### src/rtl/lfr_pkg.sv
`timescale 1ns / 1ps

package lfr_pkg;

	// Frame hunt phases
	typedef enum logic [1:0] {
		PH_BREAK = 2'd0,
		PH_SYNC  = 2'd1,
		PH_PID   = 2'd2,
		PH_DATA  = 2'd3
	} phase_t;

	localparam logic [7:0] BREAK_BYTE     = 8'h00;
	localparam logic [7:0] SYNC_BYTE      = 8'h55;
	localparam logic [5:0] CLASSIC_ID_MIN = 6'h3C;
	localparam int         SUM_W          = 12;

	// Checksum result passed from the checksum unit to the top level
	typedef struct packed {
		logic [7:0] computed;
		logic       ok;
	} csum_t;

endpackage

### src/rtl/lfr_csum.sv
`timescale 1ns / 1ps

module lfr_csum import lfr_pkg::*; (
	input  logic [SUM_W-1:0] sum,
	input  logic [7:0]       rx_byte,
	output csum_t            csum
);

	logic [8:0] fold1;
	logic [7:0] fold2;

	// End-around carry: two folds cover any sum of nine bytes.
	always_comb begin
		fold1         = {1'b0, sum[7:0]} + {5'b0, sum[SUM_W-1:8]};
		fold2         = fold1[7:0] + {7'b0, fold1[8]};
		csum.computed = ~fold2;
		csum.ok       = (rx_byte == ~fold2);
	end

endmodule

### src/rtl/lin_frame_receiver_top.sv
`timescale 1ns / 1ps
// Throughput: one received byte per clock cycle while the input register is not stalled.
// Result path: the checksum byte is registered in the input stage, then its frame result
//   is loaded into the result register when that stage advances.
// The input register stalls only when it holds a checksum byte and the result
//   register is still full and stalled.
// Reset (arst_n, async, active low): hunt for break, empty stages, no result.
module lin_frame_receiver_top import lfr_pkg::*; #(
	parameter int DATA_BYTES = 8
) (
	input  logic        clk,
	input  logic        arst_n,
	// byte input channel
	input  logic        in_valid,
	output logic        in_stall,
	input  logic [7:0]  rx_byte,
	// frame result channel
	output logic        out_valid,
	input  logic        out_stall,
	output logic [5:0]  frame_id,
	output logic [7:0]  protected_id,
	output logic [63:0] frame_data,
	output logic [7:0]  received_checksum,
	output logic [7:0]  computed_checksum,
	output logic        checksum_ok
);

	localparam int IDX_W   = $clog2(DATA_BYTES + 1);
	localparam int SUM_MAX = 255 * (DATA_BYTES + 1);

	// Input stage
	logic              valid_s1;
	logic [7:0]        byte_s1;

	// Frame state
	phase_t            phase_q;
	phase_t            phase_d;
	logic [IDX_W-1:0]  byte_index_q;
	logic [7:0]        pid_q;
	logic [SUM_W-1:0]  sum_q;
	logic [7:0]        data_q [DATA_BYTES];
	logic [63:0]       packed_data;

	// Result register
	logic              out_valid_q;

	logic              load;
	logic              advance;
	logic              is_csum;
	logic              take_data;
	logic              classic;
	csum_t             csum;

	// The checksum byte is the one that follows the last data byte.
	assign is_csum   = (phase_q == PH_DATA) && (byte_index_q == IDX_W'(DATA_BYTES));
	// Hold the stage only when it would emit into a full, stalled result register.
	assign advance   = valid_s1 && !(is_csum && out_valid_q && out_stall);
	assign in_stall  = valid_s1 && !advance;
	assign load      = in_valid && !in_stall;
	assign take_data = advance && (phase_q == PH_DATA) && !is_csum;
	assign classic   = (byte_s1[5:0] >= CLASSIC_ID_MIN);

	always_ff @(posedge clk or negedge arst_n) begin
		if (!arst_n) begin
			valid_s1 <= 1'b0;
		end else if (load) begin
			valid_s1 <= 1'b1;
		end else if (advance) begin
			valid_s1 <= 1'b0;
		end
	end

	always_ff @(posedge clk) begin
		if (load) begin
			byte_s1 <= rx_byte;
		end
	end

	// Next phase: stray bytes in the hunt phases are dropped without a change.
	always_comb begin
		phase_d = phase_q;
		unique case (phase_q)
			PH_BREAK, PH_SYNC: begin
				if (byte_s1 == BREAK_BYTE) begin
					phase_d = PH_SYNC;
				end else if (byte_s1 == SYNC_BYTE) begin
					phase_d = PH_PID;
				end
			end
			PH_PID: begin
				phase_d = PH_DATA;
			end
			PH_DATA: begin
				if (is_csum) begin
					phase_d = PH_BREAK;
				end
			end
			default: begin
				phase_d = PH_BREAK;
			end
		endcase
	end

	always_ff @(posedge clk or negedge arst_n) begin
		if (!arst_n) begin
			phase_q      <= PH_BREAK;
			byte_index_q <= '0;
			pid_q        <= '0;
			sum_q        <= '0;
		end else if (advance) begin
			phase_q <= phase_d;
			if (phase_q == PH_PID) begin
				// Enhanced checksum covers the PID, classic IDs leave it out.
				pid_q        <= byte_s1;
				sum_q        <= classic ? '0 : {{(SUM_W-8){1'b0}}, byte_s1};
				byte_index_q <= '0;
			end else if (take_data) begin
				sum_q        <= sum_q + {{(SUM_W-8){1'b0}}, byte_s1};
				byte_index_q <= IDX_W'(byte_index_q + 1'b1);
			end else if (is_csum) begin
				sum_q        <= '0;
				byte_index_q <= '0;
			end
		end
	end

	// One lane per data byte; lanes past DATA_BYTES read as zero.
	for (genvar k = 0; k < 8; k++) begin : g_lane
		if (k < DATA_BYTES) begin : g_used
			always_ff @(posedge clk) begin
				if (take_data && (byte_index_q == IDX_W'(k))) begin
					data_q[k] <= byte_s1;
				end
			end
			assign packed_data[8*k +: 8] = data_q[k];
		end else begin : g_unused
			assign packed_data[8*k +: 8] = 8'h00;
		end
	end

	lfr_csum u_csum (
		.sum     (sum_q),
		.rx_byte (byte_s1),
		.csum    (csum)
	);

	// Result register: load on the checksum byte, drop once taken.
	always_ff @(posedge clk or negedge arst_n) begin
		if (!arst_n) begin
			out_valid_q <= 1'b0;
		end else if (advance && is_csum) begin
			out_valid_q <= 1'b1;
		end else if (!out_stall) begin
			out_valid_q <= 1'b0;
		end
	end

	always_ff @(posedge clk) begin
		if (advance && is_csum) begin
			frame_id          <= pid_q[5:0];
			protected_id      <= pid_q;
			frame_data        <= packed_data;
			received_checksum <= byte_s1;
			computed_checksum <= csum.computed;
			checksum_ok       <= csum.ok;
		end
	end

	assign out_valid = out_valid_q;

	// Data counter never runs past the checksum position.
	a_index_range: assert property (@(posedge clk) disable iff (!arst_n)
		byte_index_q <= IDX_W'(DATA_BYTES))
		else $error("byte index beyond data length");

	// Outside the data phase the counter is cleared.
	a_index_idle: assert property (@(posedge clk) disable iff (!arst_n)
		(phase_q != PH_DATA) |-> (byte_index_q == '0))
		else $error("byte index not cleared outside data phase");

	// The running sum of at most DATA_BYTES + 1 bytes cannot wrap.
	a_sum_range: assert property (@(posedge clk) disable iff (!arst_n)
		sum_q <= SUM_W'(SUM_MAX))
		else $error("running sum out of range");

	// A taken result with no new checksum byte leaves the register empty.
	a_out_drain: assert property (@(posedge clk) disable iff (!arst_n)
		(out_valid_q && !out_stall && !(advance && is_csum)) |=> !out_valid_q)
		else $error("result not dropped after being taken");

	// A checksum byte never advances into a full, stalled result register.
	a_no_overwrite: assert property (@(posedge clk) disable iff (!arst_n)
		(out_valid_q && out_stall) |-> !(advance && is_csum))
		else $error("stalled result overwritten");

endmodule
### config.mk
export PLATFORM = sky130hd
export DESIGN_NAME = lin_frame_receiver_top
export DESIGN_NICKNAME = d
export VERILOG_FILES = /design/src/rtl/lfr_pkg.sv /design/src/rtl/lfr_csum.sv /design/src/rtl/lin_frame_receiver_top.sv
export SDC_FILE = /design/constraint.sdc
export NUM_CORES = 1
export LEC_CHECK = 0
export BUFFER_PORTS_ARGS = -buffer_cell sky130_fd_sc_hd__buf_2
export CAP_MARGIN = 20
export CORE_MARGIN = 8
export CORE_UTILIZATION = 35
export CTS_CLUSTER_SIZE = 14
export DETAILED_ROUTE_END_ITERATION = 6
export GPL_ROUTABILITY_DRIVEN = 0
export SYNTH_ARGS = -nofsm -noshare
export SYNTH_HDL_FRONTEND = slang
export SYNTH_SLANG_ARGS = --single-unit
### constraint.sdc
create_clock -name clk -period 5.7 [get_ports clk]
set_input_delay 0.57 -clock clk [delete_from_list [all_inputs] [get_ports clk]]
set_output_delay 0.57 -clock clk [all_outputs]
set_load 0.05 [all_outputs]
# == Word-level counts from Yosys, hierarchy flattened ==
# Memory sizes are Yosys's and may differ from the RTL's. A register that Yosys moved wholly into a read port is not among the register bits.
# Cells that the tools add are included.
# totals
regBits,67
latchBits,0
ramBits,64
romBits,0
inputBits,12
out_inout_bits,97
n_memories,1
# memory_table
name,depth,width,rd,rd_clocked_by_memory_dff,write_ports,line_no,rtl
data_q,8,8,8,8,1,lin_frame_receiver_top.sv:41,logic [7:0] data_q [DATA_BYTES];
# classes
n_addsub,4
multipliers,0
div,0
order_cmp,1
eq_ne,16
shift,0
n_mux,52
bitwise_logic,1
n_reduce_logical,37
# ops
cell,count
$mux W8,8
$reduce_or A8 Y1,7
$mux W12,3
$mux W1,27
$mux W3,7
$logic_and A1 B1 Y1,17
$eq A4 B3 Y1 const B,4
$add A12 B8 Y12,1
$mux W4,3
$add A8 B4 Y9,1
$add A8 B1 Y8,1
$eq A4 B2 Y1 const B,2
$eq A8 B7 Y1 const B,1
$eq A8 B8 Y1,1
$logic_not A8 Y1,1
$not A8 Y8,1
$ge A6 B6 Y1 const B,1
$mux W2,3
$pmux W2 S3,1
$add A4 B1 Y4 const B,1
$eq A2 B2 Y1 const B,2
$eq A4 B1 Y1 const B,1
$eq A4 B4 Y1 const B,1
$logic_not A1 Y1,4
11 further kinds,12

# == Longest topological paths before layout ==
# logic_depth
ltp_word,19
ltp_mapped,12

# == Modules after synthesis ==
# From an unflattened synthesis, not the netlist that was laid out.
# hier_totals
cells_unflattened,401
area_unflattened_um2,7171.9
# by_module_without_submodules
mod,n_inst,cells_per_inst,area_each_um2,seq_area_each_um2
lin_frame_receiver_top,1,344,6643.9,5535.3
lfr_csum,1,57,528.0,0.0

# == Worst setup path before layout ==
# OpenSTA, ideal clock, no wires.
# synth_path
path_type,flip-flop to flip-flop
start,reg byte_index_q[0]
end,"reg checksum_ok, enable pin"
arrival_ns,5.459
required_time_ns,5.133
slack_ns,-0.327
path_stages_with_launch,6
path_buffers,0
synth_period_minus_slack_ns,6.027
path_cell_list,dfrtp_1 > inv_1 > ha_1 > nand2_1 > or3_1 > a21oi_1
# synth_between
elab_chain_len,7
# synth_lines
element,line_no,rtl
"start, declared",lin_frame_receiver_top.sv:38,logic [IDX_W-1:0] byte_index_q;
"start signal, assigned",lin_frame_receiver_top.sv:119,byte_index_q <= IDX_W'(byte_index_q + 1'b1);
$eq A4 B4 Y1 *,lin_frame_receiver_top.sv:55,assign is_csum = (phase_q == PH_DATA) && (byte_index_q == IDX_W'(DATA_BYTES));
$logic_and A1 B1 Y1 *,lin_frame_receiver_top.sv:55,
$logic_and A1 B1 Y1 (2 in series),lin_frame_receiver_top.sv:57,assign advance = valid_s1 && !(is_csum && out_valid_q && out_stall);
$logic_not A1 Y1,lin_frame_receiver_top.sv:57,
$logic_and A1 B1 Y1,lin_frame_receiver_top.sv:57,
$logic_and A1 B1 Y1 *,lin_frame_receiver_top.sv:159,if (advance && is_csum) begin
"end signal, assigned",lin_frame_receiver_top.sv:165,checksum_ok <= csum.ok;
"end, declared",lin_frame_receiver_top.sv:25,output logic checksum_ok
# Every way passes the cells marked *; elsewhere a longest branch is shown, timed or not.
# A chain may end at the register's enable or synchronous reset.

==> impl_metrics.json <==
{
  "post_cts_setup_buffer_count": 0,
  "grt_setup_unrepaired": "no",
  "post_synth.cell_area_avg_um2": 17.90,
  "highest_cell_delay_on_the_worst_timing_path_ns": 0.42,
  "clock-sinks": 189,
  "final_routed_drc_violation_total": 0,
  "power.density_nw_per_um2": 424.7,
  "grt_pass1_wl_um": 20520,
  "groute.usage.overall_pct": 10.98,
  "yosys_most_used_dff": "edfxtp_1",
  "area.growth.synth_to_final_pct": 19.44,
  "clk_transition_reported_paths_ns": 0.07,
  "timing.fmax_mhz": 330.1,
  "min_period_ns": 3.029,
  "portBuffers": 108,
  "max-slew-margin-rel_pct": 35.05,
  "layout_commonest_cell": "edfxtp_1",
  "placed_cell_area_um2": 7941,
  "cp_num_buf_inv": 0,
  "critical_path.endpoint_type": "flop",
  "critical_path_required_ns": 5.95,
  "worst_r2r_startpoint": "sum_q[8]",
  "die_area_um2": 25060,
  "design.final.nets": 548,
  "route.detailed.wl_per_inst_um": 16.81,
  "list_of_cells_traversed_by_the_critical_path": "ha_1 > fa_1 > nand3_1 > nand2_1 > and3_1 > ha_1 > ha_1 > nand4b_1 > or3b_4 > xnor2_2 > xor2_1 > nor4_2",
  "netlist_area_um2": 7087,
  "synth-seq-cells": 189,
  "hold_viol": 0,
  "filler_cell_count": 1841,
  "worst_setup_path_startpoint": "sum_q[8]",
  "grt_max_degree": 76,
  "post-dp-hpwl_um": 9009,
  "clock_insertion_delay_at_the_later_pin_of_the_skew_report_ns": 0.42,
  "cp_slowest_cell": "or3b_4",
  "insertedDiodeCount": 0,
  "synth_enable_flop_cells": 161,
  "synth_warnings": 0,
  "crit_arrival_ns": 3.28,
  "cts-buffers-inserted": 17,
  "post-synth-top-area-cell": "edfxtp_1",
  "post_synth_main_area_contributors": "edfxtp_1, dfrtp_1, ha_1, xnor2_1, mux2_2",
  "synth.yosys.seq_area_share_pct": 78.11,
  "timing_max_transition_violations_final": 0,
  "vdd.ir_drop.worst_mv": 0.1565,
  "fraction_of_registers_with_async_set_or_reset_after_synthesis_pct": 14.81,
  "critical_path_class": "flop to flop",
  "cts_tree": "done",
  "ctsHoldBuffers": 0,
  "report.final.setup_viol": 0,
  "cts_repair_resize_count": 0,
  "final_cell_mix": "edfxtp_1, buf_2, dfrtp_1",
  "cts_buffer_depth": 2,
  "number_of_levels_in_the_clock_h_tree": 4,
  "number_of_placement_rows": 52,
  "worstHoldPathType": "primary input to asynchronous set/reset pin",
  "antenna_found_initial": 0,
  "worst_path_dominant_cell_family": "simple AND/OR/NAND/NOR gates",
  "clock-root-buffer": "clkbuf_16",
  "regArea_um2": 5535,
  "cellLeakagePower_nw": 3.099,
  "max_slew.worst_pin.slew_ns": 0.9706,
  "yosys.area.top_type_share_pct": 68.22,
  "crit_path_frequent_cell": "ha_1",
  "grt-ovfl-total": 0,
  "drt_first_iter_violations": 185,
  "average_via_count_per_standard_cell": 4.640,
  "postRouteAntennaNets": 0,
  "multi_input_area_um2": 1464,
  "worst_clock_skew_ns": 0.005981,
  "dr.pass1.iters": 4,
  "synthesis.nets": 428,
  "netlist_instances": 396,
  "core_um2": 20040,
  "total_power_mw": 3.595,
  "drive_gt1_share_pct": 32.20,
  "fin_setup_tns_ns": 0,
  "finalWirelength_um": 13410,
  "synth_cell_types": 52,
  "stdcell_area_um2": 8464,
  "floorplan.die.height_um": 158.3,
  "start_util_pct": 35.36,
  "run_status": "finished clean",
  "via_count": 3703,
  "first_global_vias": 3705,
  "max_fo_critical_path": 4,
  "die_width_um": 158.3,
  "crit_path_start_kind": "flop",
  "top_level_ports": 109,
  "cap_violations": 0,
  "finalCritPeriodShare_pct": 53.14
}
## sequential cells by signal, indices dropped and copies added, names as in the netlist
name               count
out_valid              1
valid_s1               1
frame_data            64
data_q                64
frame_id               5
computed_checksum      8
sum_q                 12
protected_id           3
byte_s1                8
byte_index_q           4
checksum_ok            1
phase_q                2
pid_q                  8
received_checksum      8
## through the flow
stage | util, % | setup slack [ns] | hold slack (ns) | cells
finish | 42.24 | 2.671 | 0.1801 | 798
global route | 42.24 | 2.464 | 0.2239 | 798
CTS | 42.24 | 2.669 | 0.1925 | 798
detailed placement | 39.63 | 2.678 | 0.4045 | 767
global placement | 39.63 | 2.768 | 0.4009 | 767
floorplan | - | 1.692 | 0.2744 | 396
## routing by layer
metal	wire length, µm	GRT usage (%)	vias up
met5	0	0	-
met4	246	4.401	0
met3	973	3.393	18
met2	6721	19.08	121
met1	5469	12.38	1830
li1	-	-	1734
## final timing paths
check | end | slack, ns | cells past startpoint
min in group clk | byte_s1[3] | 0.32 | 1
max in group asynchronous | sum_q[1] | 5.08 | 1
worst min register to register | frame_data[61] | 0.42 | 0
worst max register to register | checksum_ok | 2.67 | 12
worst max-delay path | checksum_ok | 2.67 | 12
worst min-delay path | pid_q[3] | 0.18 | 1
## worst register-to-register path: cells and delay by family (launching register included)
family,cells,cell delay (ns)
XOR/XNOR,2,0.31
adder cells (fa/ha/maj),4,0.84
flip-flops,1,0.40
AND/OR/NAND/NOR,6,1.31
## report_power, final
group          switching [mW]  internal [mW]  total (mW)
registers               0.116           1.62        1.74
clock network           0.490          0.561        1.05
logic                   0.431          0.373       0.803
## Yosys cell counts, types with 6 or more instances
| library cell | number |
|---|---|
| a21oi_1 | 18 |
| a22oi_1 | 7 |
| and2_1 | 8 |
| buf_4 | 6 |
| dfrtp_1 | 28 |
| edfxtp_1 | 161 |
| ha_1 | 18 |
| inv_1 | 9 |
| mux2_2 | 9 |
| nand2_1 | 17 |
| nand3_1 | 7 |
| nor2_1 | 14 |
| o21ai_0 | 6 |
| xnor2_1 | 13 |
| xor2_1 | 9 |
## cells by family (layout without fill, tap and decap cells)
family,after synthesis,in the layout,synth area share [%]
buf+inv,20,152,1.395
simple gates,76,76,6.091
compound gates,55,55,5.367
flops,189,189,78.11
mux,9,9,1.430
xor+xnor,27,27,3.867
fa+ha+maj,20,20,3.743
## area by class of cell
| class | instances | area share (%) |
|---|---|---|
| clock buffers | 20 | 5.159 |
| clock inverters | 11 | 1.020 |
| inverters | 9 | 0.3991 |
| multi-input cells | 187 | 17.29 |
| flip-flops and latches | 189 | 65.40 |
| well taps | 270 | 3.991 |
| repair buffers | 112 | 6.741 |
Power figures use the tool's default switching activity.
